[src/kti_pkg.sv]
`default_nettype none
package kti_pkg;
	localparam int MAX_KEYS   = 64;
	localparam int CHANNELS   = 8;
	localparam int KEY_W      = 6;
	localparam int CH_W       = 3;
	localparam int CNT_W      = 7;
	localparam int VADDR_W    = KEY_W + CH_W;
	localparam int FRAC_LIMIT = 8;
	localparam int QUOT_W     = 20;
	localparam int DIV_STEPS  = 48;

	typedef enum logic [1:0] {
		CMD_WR_KEY = 2'd0,
		CMD_WR_VAL = 2'd1,
		CMD_QUERY  = 2'd2,
		CMD_RD_VAL = 2'd3
	} cmd_t;
endpackage
`default_nettype wire

[src/kti_div.sv]
`default_nettype none
module kti_div
	import kti_pkg::*;
(
	input  wire logic              clk,
	input  wire logic              arst_n,
	input  wire logic              start,
	input  wire logic [31:0]       num,
	input  wire logic [31:0]       den,
	output logic                   done,
	output logic [QUOT_W-1:0]      quot
);
	localparam int STEP_W = $clog2(DIV_STEPS + 1);

	logic [STEP_W-1:0] cnt_q;
	logic [47:0]       dvd_q;
	logic [31:0]       rem_q;
	logic [31:0]       den_q;
	logic [QUOT_W-1:0] quot_q;
	logic              done_q;
	logic [32:0]       trial;
	logic              fits;

	assign trial = {rem_q, dvd_q[47]};
	assign fits  = trial >= {1'b0, den_q};

	always_ff @(posedge clk or negedge arst_n) begin
		if (!arst_n) begin
			cnt_q  <= '0;
			done_q <= 1'b0;
		end else begin
			done_q <= 1'b0;
			if (start) begin
				cnt_q <= STEP_W'(DIV_STEPS);
			end else if (cnt_q != '0) begin
				cnt_q <= cnt_q - 1'b1;
				if (cnt_q == STEP_W'(1)) begin
					done_q <= 1'b1;
				end
			end
		end
	end

	always_ff @(posedge clk) begin
		if (start) begin
			dvd_q  <= {num, 16'd0};
			rem_q  <= '0;
			den_q  <= den;
			quot_q <= '0;
		end else if (cnt_q != '0) begin
			dvd_q  <= {dvd_q[46:0], 1'b0};
			rem_q  <= fits ? 32'(trial - {1'b0, den_q}) : trial[31:0];
			quot_q <= {quot_q[QUOT_W-2:0], fits};
		end
	end

	assign done = done_q;
	assign quot = quot_q;
endmodule
`default_nettype wire

[config.mk]
export PLATFORM = sky130hd
export DESIGN_NAME = kti_div
export DESIGN_NICKNAME = d
export VERILOG_FILES = /design/src/kti_pkg.sv /design/src/kti_div.sv
export SDC_FILE = /design/constraint.sdc
export NUM_CORES = 1
export LEC_CHECK = 0
export BUFFER_PORTS_ARGS = -buffer_cell sky130_fd_sc_hd__buf_2
export CORE_UTILIZATION = 53
export DETAILED_ROUTE_END_ITERATION = 7
export PLACE_DENSITY_LB_ADDON = 0.05
export SLEW_MARGIN = 20
export SYNTH_ARGS = -nofsm -noshare
export SYNTH_HDL_FRONTEND = slang
export SYNTH_SLANG_ARGS = --single-unit
[constraint.sdc]
create_clock -name clk -period 3.1 [get_ports clk]
set_clock_uncertainty 0.2 [all_clocks]
set_input_delay 0.62 -clock clk [delete_from_list [all_inputs] [get_ports clk]]
set_output_delay 0.62 -clock clk [all_outputs]
set_load 0.02 [all_outputs]
### Word level (Yosys, flattened, before mapping)

Index checks and enable logic that the tools add are counted.

* flip-flop bits (word level): 123
* bits in latches: 0
* memory bits (writable): 0
* bits in read-only memories: 0
* logic and storage cells: 20
* memories: 0

* add/sub/neg operators: 2
* $mul: 0
* divide/modulo/power cells: 0
* $lt $le $gt $ge: 1
* equality and inequality tests: 1
* shift-type cells: 0
* muxes and demuxes: 8
* bitwise logic cells: 0
* reduce and logical (&&, ||, !) cells: 2

Operators with widths (number)
* $mux 48: 2
* $ge 33x32->1: 1
* $mux 32: 1
* $sub 32x32->32: 1
* $mux 6: 2
* $eq 6x1->1 const B: 1
* $reduce_bool 6->1: 1
* $sub 6x1->6 const B: 1
* $mux 1: 3
* $reduce_bool 2->1: 1

### Logic depth before layout (Yosys ltp)

* depth after elaboration: 4
* gate-level depth with buffers: 14
* gate-level depth less buffers: 12

### Least setup slack after synthesis

Ideal clock, no wire load.

* path type: reg2reg
* start: register dvd_q[47]
* end: register rem_q[28]
* data arrival time: 2.694 ns
* slack: 0.120 ns
* stages on the path, launching flop included: 13
* cell sequence: edfxtp_1 > inv_1 > ha_1 > fa_1 > nor2b_1 > o211ai_1 > a211oi_1 > o211ai_1 > a21o_1 > o211a_1 > o21ai_0 > or3b_1 > a211oi_1

* longest elaborated chain between the ends: 2
* elaborated cells between the ends (all ways): 3
* classes of those cells: add/sub (1); order compare (1); mux (1)

Ends and longest elaborated chain
* from (decl): RTL line kti_div.sv:16 `logic [47:0] dvd_q;`
* from (signal assigned): RTL line kti_div.sv:46 `dvd_q <= {num, 16'd0};`
* from (signal assigned): RTL line kti_div.sv:51 `dvd_q <= {dvd_q[46:0], 1'b0};`
* $sub 32x32->32 / $ge 33x32->1 (equally long branches): RTL line kti_div.sv:52, kti_div.sv:25
* $mux 32 *: RTL line kti_div.sv:52 `rem_q <= fits ? 32'(trial - {1'b0, den_q}) : trial[31:0];`
* to (signal assigned): RTL line kti_div.sv:52
* to (decl): RTL line kti_div.sv:17 `logic [31:0] rem_q;`

Every way passes the cells marked *; elsewhere a longest branch is shown, timed or not.
A chain may end at the register's enable or synchronous reset.

### Worst setup path in the final report

* start: register dvd_q[47]
* end: register rem_q[0]

Same word-level chain as after synthesis.

==> flow_metrics.env <==
export IMPL_ant_nets=0
export IMPL_grt_pass1_wl_mm=23.4
export IMPL_synthArstFlopShare_pct=5.69
export IMPL_rows=40
export IMPL_required_ps=3210
export IMPL_post_synth_cell_area_avg_um2=10.1
export IMPL_p_comb_share_pct=42.8
export IMPL_ys_warn_count=0
export IMPL_final_hold_viol_count=0
export IMPL_grt_antenna_before_repair=0
export IMPL_layout_common_cells="buf_2, nand2_1, edfxtp_1"
export IMPL_track_usage_pct=23.0
export IMPL_cts_tree="done"
export IMPL_slew_headroom_pct=56.1
export IMPL_cts_made_buffers=17
export IMPL_cts_buffer_depth=2
export IMPL_max_slew_worst_pin_slew_ps=652
export IMPL_max_stage_delay_ps=390
export IMPL_clk_latency_ps=420
export IMPL_die_area_um2=13000
export IMPL_hold_path_class="primary input to register"
export IMPL_yosys_area_top_type="edfxtp_1"
export IMPL_final_nets=898
export IMPL_clkSinkCount=123
export IMPL_ys_ff_latch=123
export IMPL_numPlacedInstances=934
export IMPL_arrival_ps=3240
export IMPL_drc=0
export IMPL_status="finished, violations left"
export IMPL_synthToLayoutAreaGrowth_pct=27.4
export IMPL_place_congestion=0.905
export IMPL_violations="setup timing"
export IMPL_htreeDepth=4
export IMPL_power_frac_seq_pct=29.5
export IMPL_finalCritPeriodShare_pct=101
export IMPL_synth_nets=761
export IMPL_finalWorstPathRequiredPeriod_ps=3120
export IMPL_clk_pin_slew_ps=60
export IMPL_synth_flop_cell="edfxtp_1"
export IMPL_seq_area_frac_synth_pct=47.2
export IMPL_core_area_um2=12100
export IMPL_vias=5304
export IMPL_synth_edf_count=64
export IMPL_fp_dieW_um=114
export IMPL_start_util_pct=54.9
export IMPL_fillCellCount=944
export IMPL_drv_cap=0
export IMPL_fmax_ghz=0.320
export IMPL_endpoint_kind="register"
export IMPL_yosysUniqueCellTypes=62
export IMPL_path_cells="inv_2 > ha_2 > buf_4 > nor2b_4 > o211ai_1 > a211oi_2 > buf_4 > o31ai_4 > a31o_2 > a31oi_4 > buf_4 > nor2_4 > nand2_1 > a311oi_1"
export IMPL_drt_iter0_drc=330
export IMPL_rr_worst_depth=14
export IMPL_wire_per_inst_um=14.8
export IMPL_dr_pass1_iters=8
export IMPL_clkPwrFrac_pct=27.6
export IMPL_synthTopCellsByArea="edfxtp_1, dfxtp_1, ha_1"
export IMPL_worst_path_most_repeated_cell="buf_4"
export IMPL_swShare_pct=34.8
export IMPL_cts_root_buf="clkbuf_16"
export IMPL_final_common_cell="buf_2"
export IMPL_power_mw=7.55
export IMPL_setup_viol=3
export IMPL_cp_max_fo=14
export IMPL_p_per_area_nw_per_um2=892
export IMPL_synth_area_um2=6640
export IMPL_timing_final_ws_setup_ps=-23.6
export IMPL_final_cells=977
export IMPL_whs_path_depth=1
export IMPL_slew_viol_final=0
export IMPL_grt_overflow=0
export IMPL_layout_drive_gt1_share_pct=32.4
export IMPL_die_height_um=114
export IMPL_p_int_mw=4.92
export IMPL_leakagePower_nw=3.67
export IMPL_p_sw_mw=2.63
export IMPL_antenna_cells=0
export IMPL_peakVddDrop_mv=0.538
export IMPL_io_buffers=87
export IMPL_grt_max_degree=54
export IMPL_finalWirelength_mm=14.5
export IMPL_rsz0062_at_grt="true"
export IMPL_place_hpwl_mm=9.88
export IMPL_crit_slowest_cell="edfxtp_1"
export IMPL_pin_count=88
export IMPL_grt_pass1_vias=5054
export IMPL_viasPerCell=5.43
export IMPL_ff2ff_setup_slack_ps=-20
export IMPL_critPathKind="register to register"
export IMPL_synth_top_area_share_pct=28.9
export IMPL_postSynthCellCount=659
export IMPL_start_kind="register"
logic make-up (layout without fill, tap and decap cells):
group	count (synthesis)	count (layout)	share of synthesized area (%)
flops	123	123	47.2
xor+xnor	27	27	3.56
buf+inv	74	224	5.29
mux	51	51	8.27
fa+ha+maj	35	35	6.70
compound gates	159	159	15.6
simple gates	190	190	13.3
critical path: cells and delay by family (launching register included):
kind | cells | cell delay (ps)
AO/OA/AOI/OAI | 6 | 1280
flip-flops | 1 | 390
buffers and inverters | 4 | 500
adder cells (fa/ha/maj) | 1 | 190
AND/OR/NAND/NOR | 3 | 440
sequential cells by signal, indices dropped and copies added, names as in the netlist:
register	cells
cnt_q	6
den_q	32
done	1
dvd_q	32
quot	20
rem_q	32
worst paths after layout:
kind                           start   endpoint
min reg2reg                 quot[19]   quot[19]
max                        dvd_q[47]   rem_q[0]
min in group asynchronous     arst_n   cnt_q[5]
min                          den[23]  den_q[23]
max reg2reg                dvd_q[47]   rem_q[0]
max in group asynchronous     arst_n   cnt_q[1]
power by group through the flow:
stage | Combinational (mW) | Sequential, mW | Clock, mW
2_1_floorplan | 2.11 | 2.21 | 0
3_3_place_gp | 2.83 | 2.23 | 0
3_5_place_dp | 2.90 | 2.25 | 0
4_1_cts | 2.99 | 2.22 | 2.13
5_1_grt | 3.55 | 2.27 | 2.19
6_report | 3.23 | 2.23 | 2.09
layout make-up:
type	count	area (um2)	area share [%]
flip-flops and latches	123	3140	37.1
clock buffers	17	425	5.03
clock inverters	15	198	2.34
inverters	39	146	1.73
well taps	168	210	2.48
repair buffers	153	996	11.8
multi-input cells	462	3350	39.6
synth_stat cells, types with 2 or more instances:
cell type,instances
clkbuf_1,21
o2111ai_1,2
nor3_1,11
o21bai_1,3
o41ai_1,2
o21a_1,9
a311oi_1,6
edfxtp_1,64
xor2_1,8
and2_1,4
nor4_1,4
nor2_1,52
and3_1,3
nand2_1,79
o211ai_1,5
buf_6,2
a21oi_1,55
a211oi_1,27
nor2b_1,5
buf_12,2
o21ai_0,15
nand3_1,8
a21o_1,11
dfrtp_1,7
xnor2_1,19
inv_1,39
a211o_1,2
ha_1,34
mux2_2,31
mux2i_1,20
and4_1,4
nand2b_1,6
nand4_1,2
or2_2,4
buf_1,2
dfxtp_1,52
a31oi_1,9
buf_4,3
buf_2,3
o31ai_1,2
timing repair:
| action | in CTS | in global routing |
|---|---|---|
| cloned | 0 | 2 |
| hold buffers | 1 | 0 |
| setup endpoints to repair | 15 | 32 |
| buffers inserted | 2 | 6 |
| pin swaps | 8 | 36 |
| endpoints found under the hold margin | 7 | 0 |
| resized for setup | 14 | 28 |
per-layer routing:
layer  up-vias  share of wire, %  GRT usage (%)
li1       2645                 -              -
met1      2519                45           28.3
met2       123                49           38.9
met3        17               4.3           6.64
met4         0               1.3           7.62
met5         -                 0              0
metrics by stage:
| step | setup WS (ps) | utilization (%) | TNS (ps) | hold slack (ps) | cell area [um2] |
|---|---|---|---|---|---|
| global route | -147 | 69.9 | -2700 | 147 | 8460 |
| floorplan | 120 | - | 0 | 124 | 6640 |
| detailed placement | -244 | 62.1 | -2050 | 249 | 7530 |
| CTS | 3.73 | 68.0 | 0 | 152 | 8230 |
| finish | -23.6 | 69.9 | -39.2 | 172 | 8460 |
| global placement | -86.8 | 62.1 | -513 | 234 | 7530 |
Note: power is estimated with default switching activity, not from simulation.
