===== config.mk =====
export PLATFORM = sky130hd
export DESIGN_NAME = kti_ram
export DESIGN_NICKNAME = d
export VERILOG_FILES = /design/src/kti_ram.sv
export SDC_FILE = /design/constraint.sdc
export NUM_CORES = 2
export LEC_CHECK = 0
export ABC_AREA = 1
export BUFFER_PORTS_ARGS = -buffer_cell sky130_fd_sc_hd__buf_2
export CORE_ASPECT_RATIO = 1.2
export CORE_MARGIN = 10
export CORE_UTILIZATION = 30
export CTS_BUF_LIST = sky130_fd_sc_hd__clkbuf_4 sky130_fd_sc_hd__clkbuf_8
export DETAILED_ROUTE_END_ITERATION = 8
export HOLD_SLACK_MARGIN = 0.05
export MAX_ROUTING_LAYER = met4
export PLACE_DENSITY = 0.45
export SETUP_SLACK_MARGIN = 0.02
export SLEW_MARGIN = 15
export SYNTH_ARGS = -nofsm -noshare
export SYNTH_HDL_FRONTEND = slang
export SYNTH_SLANG_ARGS = --single-unit

===== constraint.sdc =====
create_clock -name clk -period 7.3 [get_ports clk]
set_input_delay 1.095 -clock clk [delete_from_list [all_inputs] [get_ports clk]]
set_output_delay 1.095 -clock clk [all_outputs]
set_load 0.05 [all_outputs]

===== src/kti_ram.sv =====
`default_nettype none
module kti_ram #(
	parameter int WIDTH = 32,
	parameter int DEPTH = 64
) (
	input  wire logic                     clk,
	input  wire logic                     we,
	input  wire logic [$clog2(DEPTH)-1:0] addr,
	input  wire logic [WIDTH-1:0]         wdata,
	output logic      [WIDTH-1:0]         rdata
);
	logic [WIDTH-1:0] mem_q [DEPTH];

	always_ff @(posedge clk) begin
		if (we) begin
			mem_q[addr] <= wdata;
		end
		rdata <= mem_q[addr];
	end
endmodule
`default_nettype wire


* After elaboration in Yosys (flattened, before gate mapping)
Memory sizes are Yosys's and may differ from the RTL's. A register that Yosys moved wholly into a read port is not among the register bits. Index checks and enable logic that the tools add are counted.
Operators by class: muxes and demuxes 2
Operators by type and width (number):
- 1-bit 2-to-1 mux | 2
Storage, ports and cells: register bits 0, RAM bits 2048, bits of input ports 40, output and inout bits 32, logic and storage cells 3, memories 1
Memories:
- mem_q | depth 64, width 32, read ports 1, clocked after memory_dff 1, wr ports 1, line 12 | logic [WIDTH-1:0] mem_q [DEPTH];

* Longest topological paths before layout
word-level depth 2, mapped depth 15, depth with buffers taken out 11

* Least setup slack after synthesis
No wires, ideal clock.
path kind in2reg, start input port addr[0], end memory mem_q[41][0], enable pin, data arrival time 4.878 ns, path slack 1.920 ns, cell stages on the path 6, path buffers 4, cell sequence buf_4 inv_2 buf_6 buf_4 buf_2 nor4_1
RTL lines:
- from (decl) | line 8 | input wire logic [$clog2(DEPTH)-1:0] addr,
- to (decl) | line 12
Straight into the memory's write port.

==> flow_summary.html <==
<table>
<tr><th>Metric</th><th>Value</th></tr>
<tr><th colspan="2">Synth</th></tr>
<tr><td>Count of different cell masters after synthesis</td><td>21</td></tr>
<tr><td>Yosys warnings</td><td>0</td></tr>
<tr><td>Syn avg cell area</td><td>just over 10 um^2</td></tr>
<tr><td>Gate count after technology mapping</td><td>8440</td></tr>
<tr><td>Post-synth design cell area</td><td>86500 um^2</td></tr>
<tr><td>Flop and latch count out of synthesis</td><td>2080</td></tr>
<tr><td>Synthesized net count</td><td>8480</td></tr>
<tr><td>Part of the Yosys area used for sequential elements</td><td>a little under three quarters</td></tr>
<tr><th colspan="2">Layout</th></tr>
<tr><td>Most common library cell in the layout ignoring fill and taps</td><td>sky130_fd_sc_hd__nand2_1</td></tr>
<tr><td>Fraction of layout cells with a size suffix above 1</td><td>under 10%</td></tr>
<tr><td>Fill cell count</td><td>just under 30000</td></tr>
<tr><td>Net count of the finished layout</td><td>between 8000 and 9000</td></tr>
<tr><td>Finished Cell Area</td><td>between 90000 and 100000 um^2</td></tr>
<tr><td>Most used cells in the layout excluding fill and tap cells</td><td>sky130_fd_sc_hd__nand2_1, sky130_fd_sc_hd__edfxtp_1, sky130_fd_sc_hd__clkbuf_8, sky130_fd_sc_hd__buf_4, sky130_fd_sc_hd__clkbuf_4</td></tr>
<tr><td>Area Overhead vs Synth</td><td>13.8%</td></tr>
<tr><th colspan="2">Clock tree</th></tr>
<tr><td>Clock tree sinks</td><td>around 2100</td></tr>
<tr><td>CTS tree</td><td>done</td></tr>
<tr><td>Clock root buffer</td><td>sky130_fd_sc_hd__clkbuf_8</td></tr>
<tr><td>Post-cts hold buffer count</td><td>0</td></tr>
<tr><td>Number of CTS-inserted buffers</td><td>around 350</td></tr>
<tr><td>Clock insertion delay at the later pin of the skew report</td><td>1.02 ns</td></tr>
<tr><td>CTS HTree Levels</td><td>5</td></tr>
<tr><td>Post-CTS Repair Setup Buffers</td><td>0</td></tr>
<tr><td>Clock transition at the registers of the reported paths</td><td>0.06 ns</td></tr>
<tr><td>Post-cts gate resize count</td><td>0</td></tr>
<tr><td>Max Buffers Root-to-Sink</td><td>4</td></tr>
<tr><th colspan="2">Route</th></tr>
<tr><td>First-pass iteration count of the detailed router</td><td>6</td></tr>
<tr><td>WL/cell</td><td>~21 um</td></tr>
<tr><td>DRC Markers</td><td>0</td></tr>
<tr><td>Antenna Nets Post-Route</td><td>0</td></tr>
<tr><td>Ratio of routed vias to standard cells</td><td>4.57</td></tr>
<tr><td>Iteration-0 DRC Markers</td><td>roughly 4400</td></tr>
<tr><td>Detailed Route WL</td><td>272000 um</td></tr>
<tr><td>Total number of vias</td><td>58100</td></tr>
<tr><th colspan="2">Setup path</th></tr>
<tr><td>Worst Path Required</td><td>~8 ns</td></tr>
<tr><td>Peak fanout along the critical path</td><td>107</td></tr>
<tr><td>Crit path kind</td><td>in -&gt; reg</td></tr>
<tr><td>Kind of capture point of the worst setup path</td><td>flop</td></tr>
<tr><td>Arr. time, crit path</td><td>4.82 ns</td></tr>
<tr><td>CP Launch Type</td><td>primary input</td></tr>
<tr><th colspan="2">Global route</th></tr>
<tr><td>Overflow left after global routing</td><td>0</td></tr>
<tr><td>Total GRT Usage</td><td>17.5%</td></tr>
<tr><td>Maximum number of pins on one net before global-route repair</td><td>157</td></tr>
<tr><td>Number of antenna violations at the first check in global routing</td><td>25</td></tr>
<tr><td>Via count of the first global-routing pass</td><td>about 58000</td></tr>
<tr><td>First-pass GRT wire length</td><td>396000 um</td></tr>
<tr><th colspan="2">Place</th></tr>
<tr><td>Port-buffer cells</td><td>71</td></tr>
<tr><td>Routability Congestion</td><td>0.789</td></tr>
<tr><td>Setup WS pre-CTS</td><td>between 2 and 2.5 ns</td></tr>
<tr><td>Area after detailed placement</td><td>91600 um^2</td></tr>
<tr><td>DP HPWL</td><td>147000 um</td></tr>
<tr><th colspan="2">Timing</th></tr>
<tr><td>Setup repair after global routing missed its margin</td><td>false</td></tr>
<tr><td>Slack of the critical path</td><td>roughly 3.4 ns</td></tr>
<tr><td>Count of final hold-check violations</td><td>0</td></tr>
<tr><td>Accumulated negative setup slack</td><td>0 ns</td></tr>
<tr><td>Headroom to the max-slew limit</td><td>between 20% and 30%</td></tr>
<tr><td>Actual slew at the worst max-slew pin</td><td>1.12 ns</td></tr>
<tr><td>Final cycle utilization of the critical path</td><td>53.6%</td></tr>
<tr><td>Finish-stage setup viols</td><td>0</td></tr>
<tr><td>Max Clock Skew</td><td>0.0811 ns</td></tr>
<tr><td>Minimum period implied by the final worst setup slack</td><td>3.91 ns</td></tr>
<tr><td>Maximum clock frequency</td><td>256 MHz</td></tr>
<tr><td>Final-report max-slew violation count</td><td>0</td></tr>
<tr><th colspan="2">Floorplan</th></tr>
<tr><td>I/O pin count</td><td>72</td></tr>
<tr><td>Starting density of the core</td><td>30.2%</td></tr>
<tr><td>Floorplan die height</td><td>608 um</td></tr>
<tr><td>Die Outline Area</td><td>around 310000 um^2</td></tr>
<tr><td>Total number of placement rows</td><td>215</td></tr>
<tr><td>Core region area</td><td>286000 um^2</td></tr>
<tr><td>Horiz. Die Dim</td><td>510 um</td></tr>
<tr><th colspan="2">Power and ir drop</th></tr>
<tr><td>Pwr Density</td><td>257 nW/um^2</td></tr>
<tr><td>VDD IR-drop max</td><td>between 100 and 150 uV</td></tr>
<tr><td>Clock Power Share</td><td>40.9%</td></tr>
<tr><td>Switching power share of the total</td><td>24.6%</td></tr>
<tr><td>Proportion of power drawn by flip-flops and latches</td><td>a little over half</td></tr>
<tr><td>Part of the power in combinational logic</td><td>6.6%</td></tr>
<tr><td>Internal power contribution</td><td>~19000 uW</td></tr>
<tr><td>P_leak</td><td>roughly 0.041 uW</td></tr>
<tr><td>Sw Pwr</td><td>6210 uW</td></tr>
<tr><td>Pwr Total</td><td>25300 uW</td></tr>
<tr><th colspan="2">Outcome</th></tr>
<tr><td>Result of the run</td><td>completed</td></tr>
<tr><th colspan="2">Flow run</th></tr>
<tr><td>Max_cap viols</td><td>0</td></tr>
<tr><th colspan="2">Min path</th></tr>
<tr><td>Type of the most critical hold path</td><td>in -&gt; reg</td></tr>
</table>
-- critical path, stage by stage --
cell and delay [ns]:
sky130_fd_sc_hd__buf_8 0.24, sky130_fd_sc_hd__inv_8 0.65, sky130_fd_sc_hd__buf_4 0.62, sky130_fd_sc_hd__buf_4 0.74, sky130_fd_sc_hd__nand2_1 0.10, sky130_fd_sc_hd__nand2_1 0.10
sky130_fd_sc_hd__nand2_1 0.06, sky130_fd_sc_hd__nand2_1 0.09, sky130_fd_sc_hd__nand2_1 0.06, sky130_fd_sc_hd__nand2_1 0.10, sky130_fd_sc_hd__nand2_1 0.05, sky130_fd_sc_hd__nand2_1 0.27
sky130_fd_sc_hd__nor2_1 0.21, sky130_fd_sc_hd__nand2_1 0.14
-- registers in the layout (all words and copies together), names as in the netlist --
name	count
mem_q	2048
rdata	32
-- power groups by stage --
stage          registers, uW  clock network [uW]  logic, uW
4_1_cts                13300               10600       1690
2_1_floorplan          13600                   0        843
3_3_place_gp           13500                   0       1690
6_report               13300               10400       1660
5_1_grt                13300               11100       1850
3_5_place_dp           13500                   0       1690
-- cells in the mapped netlist --
cell	n	area [um^2]
sky130_fd_sc_hd__buf_6	4	45.0
sky130_fd_sc_hd__o21ai_0	5	25.0
sky130_fd_sc_hd__inv_1	16	60.1
sky130_fd_sc_hd__buf_2	244	1220
sky130_fd_sc_hd__edfxtp_1	2048	61500
sky130_fd_sc_hd__nand4_1	2	12.5
sky130_fd_sc_hd__nand2_1	5728	21500
sky130_fd_sc_hd__buf_4	11	82.6
sky130_fd_sc_hd__o21ai_1	2	10.0
sky130_fd_sc_hd__nor2_1	137	514
sky130_fd_sc_hd__buf_1	27	101
sky130_fd_sc_hd__nor3_2	7	70.1
sky130_fd_sc_hd__inv_2	14	52.6
sky130_fd_sc_hd__dfxtp_1	32	641
sky130_fd_sc_hd__clkbuf_1	136	510
sky130_fd_sc_hd__or2_2	5	31.3
sky130_fd_sc_hd__nor3_1	1	5.00
sky130_fd_sc_hd__o211ai_1	5	37.5
sky130_fd_sc_hd__nor4_1	2	12.5
sky130_fd_sc_hd__nand3_1	13	65.1
sky130_fd_sc_hd__or2_1	1	6.26
-- path summary, 6_finish.rpt --
| path | startpoint | end | slack [ns] | depth (start not counted) |
|---|---|---|---|---|
| max reg2reg | mem_q[41][19] | rdata[19] | 5.21 | 10 |
| min reg2reg | mem_q[47][30] | rdata[30] | 0.75 | 6 |
| min | wdata[8] | mem_q[62][8] | 0.34 | 1 |
| max | addr[0] | rdata[23] | 3.39 | 14 |
-- cell families after synthesis --
family          count (synthesis)  synth area share, %
buf+inv                       452                 2.40
simple gates                 5896                 25.7
flops                        2080                 71.8
compound gates                 12               0.0839
-- layer usage --
layer	global-route usage (%)	wire length [um]	share of wire, %	vias up
li1	-	-	-	27700
met1	22.2	118000	43	28600
met2	29.3	133000	49	1435
met3	2.46	13900	5.1	414
met4	4.83	6770	2.5	0
met5	-	0	0	-
-- layout make-up --
class / count / area (um^2) / share of cell area (%)
tap: 3797 / 4750 / 4.82
clock buffer: 503 / 6080 / 6.17
inverter: 30 / 135 / 0.137
clock inverter: 132 / 728 / 0.740
sequential: 2080 / 62100 / 63.1
timing repair buffer: 236 / 1800 / 1.83
multi-input combinational: 5908 / 22800 / 23.2
antenna: 9 / 22.5 / 0.0229
-- metrics by stage --
stage	hold WS (ns)	instances	util, %
floorplan	0.608	8440	-
global placement	0.734	12000	32.0
detailed placement	0.740	12100	32.0
CTS	0.286	12700	34.4
global route	0.322	12700	34.4
finish	0.345	12700	34.4
Power figures use the tool's default switching activity.
